## src/vertex_weld_table_macros.svh

```systemverilog
// Assertion helpers for the top level, which checks its own logic.
`ifndef VERTEX_WELD_TABLE_MACROS_SVH
`define VERTEX_WELD_TABLE_MACROS_SVH

// Antecedent holds, so the consequent holds in the same cycle.
`define VWT_ASSERT_SAME(lbl, clk, rst_n, ante, cons) \
    lbl: assert property (@(posedge clk) disable iff (!rst_n) (ante) |-> (cons)) \
        else $error("vertex weld table check failed");

// Antecedent holds, so the consequent holds in the next cycle.
`define VWT_ASSERT_NEXT(lbl, clk, rst_n, ante, cons) \
    lbl: assert property (@(posedge clk) disable iff (!rst_n) (ante) |=> (cons)) \
        else $error("vertex weld table check failed");

`endif

```

## src/vwt_pkg.sv

```systemverilog
package vwt_pkg;

    localparam int TABLE_DEPTH = 1024;
    localparam int ADDR_W      = $clog2(TABLE_DEPTH);
    localparam int CNT_W       = $clog2(TABLE_DEPTH + 1);
    localparam int COORD_W     = 32;
    localparam int DIFF_W      = COORD_W + 1;
    localparam int IDX_W       = 10;
    localparam int TOL_W       = 16;

    localparam logic [TOL_W-1:0] TOL_RESET = TOL_W'(17);
    localparam logic             MODE_MERGE = 1'b1;

    typedef enum logic [1:0] {
        ST_IDLE,
        ST_SCAN,
        ST_APPEND
    } t_state;

    // Commands from the controller to the datapath.
    typedef struct packed {
        logic load;
        logic issue;
        logic emit_hit;
        logic append;
    } t_dp_cmd;

    // Status from the datapath to the controller.
    typedef struct packed {
        logic all_issued;
        logic pipe_busy;
        logic hit;
    } t_dp_status;

endpackage

```

## src/vwt_ctrl.sv

```systemverilog
module vwt_ctrl
    import vwt_pkg::*;
(
    input  logic       i_clk,
    input  logic       i_rst_n,
    input  logic       i_start,
    input  logic       i_mode,
    input  t_dp_status i_status,
    output t_dp_cmd    o_cmd,
    output logic       o_busy
);

    t_state r_state;
    t_state n_state;

    always_ff @(posedge i_clk) begin
        if (!i_rst_n) begin
            r_state <= ST_IDLE;
        end else begin
            r_state <= n_state;
        end
    end

    always_comb begin
        n_state = r_state;
        case (r_state)
            ST_IDLE: begin
                if (i_start) begin
                    n_state = (i_mode == MODE_MERGE) ? ST_SCAN : ST_APPEND;
                end
            end
            ST_SCAN: begin
                if (i_status.hit) begin
                    n_state = ST_IDLE;
                end else if (i_status.all_issued && !i_status.pipe_busy) begin
                    n_state = ST_APPEND;
                end
            end
            ST_APPEND: begin
                n_state = ST_IDLE;
            end
            default: begin
                n_state = ST_IDLE;
            end
        endcase
    end

    always_comb begin
        o_cmd  = '0;
        o_busy = 1'b1;
        case (r_state)
            ST_IDLE: begin
                o_busy     = 1'b0;
                o_cmd.load = i_start;
            end
            ST_SCAN: begin
                // Reads already in flight past a hit are simply dropped.
                o_cmd.emit_hit = i_status.hit;
                o_cmd.issue    = !i_status.all_issued && !i_status.hit;
            end
            ST_APPEND: begin
                o_cmd.append = 1'b1;
            end
            default: begin
                o_busy = 1'b1;
            end
        endcase
    end

endmodule

```

## config.mk

```make
export PLATFORM = sky130hd
export DESIGN_NAME = vwt_ctrl
export DESIGN_NICKNAME = d
export VERILOG_FILES = /design/src/vertex_weld_table_macros.svh /design/src/vwt_pkg.sv /design/src/vwt_ctrl.sv
export SDC_FILE = /design/constraint.sdc
export NUM_CORES = 1
export LEC_CHECK = 0
export BUFFER_PORTS_ARGS = -buffer_cell sky130_fd_sc_hd__buf_4
export CORE_AREA = 2 2 39 41
export DETAILED_ROUTE_END_ITERATION = 8
export DIE_AREA = 0 0 41 43
export PLACE_DENSITY = 0.34
export SYNTH_ARGS = -nofsm -noshare
export SYNTH_HDL_FRONTEND = slang
export SYNTH_SLANG_ARGS = --single-unit
```

## constraint.sdc

```tcl
create_clock -name i_clk -period 1.1 [get_ports i_clk]
set_clock_uncertainty 0.05 [all_clocks]
set_input_delay 0.22 -clock i_clk [delete_from_list [all_inputs] [get_ports i_clk]]
set_output_delay 0.22 -clock i_clk [all_outputs]
set_load 0.02 [all_outputs]
```

After elaboration in Yosys (flattened, before gate mapping)
Cells that the tools add are included. Widths: inputs -> output; s select.

Register bits: 2. Bits in latches: 0. Bits in writable memories: 0. Memory bits (read-only): 0. Input bits: 7. Output and inout port bits: 5. Logic and storage cells: 21. Memories: 0.

Add/subtract/negate cells: 0. Multiply operators: 0. Div/mod/pow operators: 0. Order comparisons: 0. Equality and inequality tests: 4. Shifts and indexed selects: 0. Muxes and demuxes: 9. Bitwise logic cells: 0. Reduce and logical (&&, ||, !) cells: 7.

Operators by type and width (number): $mux 2 (5); $pmux 2 s2 (1); $logic_not 1->1 (3); $mux 1 (3); $ne 3x3->1 const B (1); $eq 2x1->1 const B (1); $eq 2x2->1 const B (1); $logic_and 1x1->1 (2); $logic_not 2->1 (1); $ne 2x2->1 const B (1); $reduce_and 2->1 (1).

Logic depth before layout (Yosys ltp)
Word-level depth: 5. Mapped depth: 2. Depth with buffers taken out: 2.

Worst setup path before layout
OpenSTA, ideal clock, no wires.

Path kind: register to register. Start point: register r_state[1]. End point: register r_state[0]. Library setup time: 63 ps. Data arrival time: 1114 ps. Data required time: 987 ps. Slack: -128 ps. Stages on the path, launching flop included: 3. Path buffers: 0. Clock period less this slack: 1228 ps. Cell sequence: dfxtp_1 > nor3b_1 > a32o_1.

Longest elaborated chain between the ends: 3. Elaborated cells between the ends (all ways): 6. Those cells by class: eq/ne (3); mux (1); reduce/logical (2).

RTL lines: start: declaration (RTL line vwt_ctrl.sv:13) `t_state r_state;`; start signal: assignment (RTL line vwt_ctrl.sv:20) `r_state <= n_state;`; $eq 2x1->1 or $logic_not 2->1 (tied branches) (RTL line vwt_ctrl.sv:26) `case (r_state)`; $ne 3x3->1 (no source line) or $ne 2x2->1 (tied branches); $reduce_and 2->1 (no source line).

Parallel ways exist; a longest one is shown, timed or not. A chain may end at the register's enable or synchronous reset.

==> flow_summary.json <==
{
  "outcome": "finished, violations left",
  "violations": "negative setup slack",
  "slew_headroom_pct": 88.49,
  "dr.pass1.iters": 2,
  "port_buffers": 11,
  "avgSynthCellArea_um2": 9.593,
  "finalCriticalPeriod_ns": 1.326,
  "cts_max_level": 1,
  "crit_path_frequent_cell": "buf_6",
  "core_area_um2": 1384,
  "cts.sink_count": 2,
  "cp.arrival_ns": 1.06,
  "top_register": "r_state",
  "ys_ff_latch": 2,
  "finalHoldViolCount": 0,
  "cap_violations": 0,
  "yosys_warnings": 0,
  "worst-path-buf-inv": 2,
  "final_nets": 43,
  "ys_types": 12,
  "period_share_pct": 120.5,
  "drc": 0,
  "grt_max_degree": 6,
  "final_core_util_pct": 26.94,
  "clockBufferDepth": 2,
  "first_iter_violations": 1,
  "cts-root-buf": "clkbuf_4",
  "postPlaceCellArea_um2": 289.0,
  "via_per_inst": 3.800,
  "grt_pass1_wl_um": 848,
  "finalWeightedCongestion": 0.5622,
  "area_delta_synth_final_pct": 159.1,
  "cts_buffers": 3,
  "antenna_found_initial": 0,
  "num_antenna_cells": 0,
  "critPathSlowestCell": "dfxtp_4",
  "hold_slack_ns": 0.1992,
  "routed_wl_um": 507,
  "overflow": 0,
  "grt_pass1_vias": 208,
  "seq_area_frac_synth_pct": 27.83,
  "critical_path_class": "reg -> out",
  "synth_nets": 22,
  "final_antenna_net_count": 0,
  "p_leak_nw": 0.1646,
  "powerDensity_nw_per_um2": 966.0,
  "cts_tree": "built",
  "rows": 14,
  "via_count": 190,
  "clk_pin_slew_ns": 0.03,
  "die_h_um": 43,
  "slowest_delay_ns": 0.35,
  "maxSlewViolCount": 0,
  "path_max_fanout": 5,
  "cp-end-kind": "output port",
  "biggestRegsByFlops": "r_state (2)",
  "gr-usage-all-layers_pct": 7.708,
  "setup_violations": 5,
  "worst_pin_slew_ns": 0.1724,
  "cp.required_ns": 0.83,
  "ios": 12,
  "peakVddDrop_v": 0.0002943,
  "crit_family": "flip-flops",
  "hp-class": "in -> reg",
  "start_kind": "flop",
  "timing.fmax_ghz": 0.7542,
  "drive_gt1_share_pct": 85.29,
  "synth_cells": 15,
  "wire_per_inst_um": 10.14,
  "fillers": 156,
  "dieArea_um2": 1763,
  "setup_ws_ns": -0.2258,
  "start_util_pct": 10.40,
  "rsz0062_at_grt": "true",
  "syn_area_um2": 143.9,
  "worstPathCellList": "buf_6 -> nor3b_4 -> buf_6",
  "largest_reg_flops": 2,
  "die_w_um": 41,
  "insertion_delay_ns": 0.23,
  "stdcell_area_um2": 372.9
}
-- placed cells by master (no fill, tap or decap) --
cell	count
buf_4	9
buf_6	7
clkbuf_4	3
nor3b_4	2
nand2b_1	2
or2_4	1
nor2b_4	1
and2b_2	1
and2_1	1
a32o_1	1
or3b_4	1
nand4bb_1	1
a21oi_2	1
and3b_2	1
dfxtp_2	1
dfxtp_4	1
-- cell families after synthesis --
family	count (synthesis)	synth area share, %
AOI/OAI and AO/OA	2	13.04
DFF	2	27.83
and+or+nand+nor	11	59.14
-- final timing paths --
kind	start	endpoint	cells after the start	slack [ns]
max reg2reg	r_state[0]$_SDFFE_PN0P_	r_state[1]$_SDFFE_PN0P_	3	0.05
max	r_state[1]$_SDFFE_PN0P_	o_cmd[3]	3	-0.23
min reg2reg	r_state[1]$_SDFFE_PN0P_	r_state[1]$_SDFFE_PN0P_	2	0.51
min	i_rst_n	r_state[0]$_SDFFE_PN0P_	2	0.20
-- power breakdown --
part	leakage, nW	total [W]	switching, W	internal (W)
clock network	0.0138	0.000165	0.0000447	0.000121
logic	0.133	0.000113	0.0000414	0.0000715
registers	0.0175	0.0000820	0.00000566	0.0000764
total	0.165	0.000360	0.0000917	0.000268
-- Yosys cell counts --
master	instances	area, µm²
nor2b_1	1	6.260
and2_1	1	6.260
or2_2	1	6.260
or3b_1	1	8.760
nand4bb_1	1	11.26
and3b_2	1	10.01
a32o_1	1	10.01
a21oi_2	1	8.760
dfxtp_1	2	40.04
nor3b_1	2	15.01
and2b_2	1	8.760
nand2b_1	2	12.51
-- layer usage --
layer	part of all wire, %	up-vias	track usage (%)
met1	42	84	8.599
met4	0	0	4.000
met2	40	13	9.688
met3	18	0	6.806
met5	0	-	0
li1	-	93	-
-- layout make-up --
cell class	count	area, µm²	share of cell area (%)
flip-flops and latches	2	45.04	12.08
well taps	16	20.02	5.369
multi-input cells	13	138.9	37.25
repair buffers	16	146.4	39.26
clock buffers	3	22.52	6.040
-- through the flow --
| stage | TNS (ns) | cells | power (W) | setup slack [ns] |
|---|---|---|---|---|
| finish | -1.029 | 50 | 0.0003602 | -0.2258 |
| global route | -1.272 | 50 | 0.0003913 | -0.2848 |
| CTS | -1.062 | 52 | 0.0003651 | -0.2275 |
| detailed placement | -0.2347 | 46 | 0.0001690 | -0.1220 |
| global placement | -0.2059 | 46 | 0.0001693 | -0.07246 |
| floorplan | -0.02171 | 15 | 0.0001196 | -0.02171 |
-- timing repair --
item,CTS,global route
hold buffers,0,0
resized for setup,11,4
hold endpoints to repair,0,0
pin swaps,3,5
setup endpoints to repair,5,7
gates cloned,0,0
setup buffers,3,1
(Power assumes the default switching activity.)
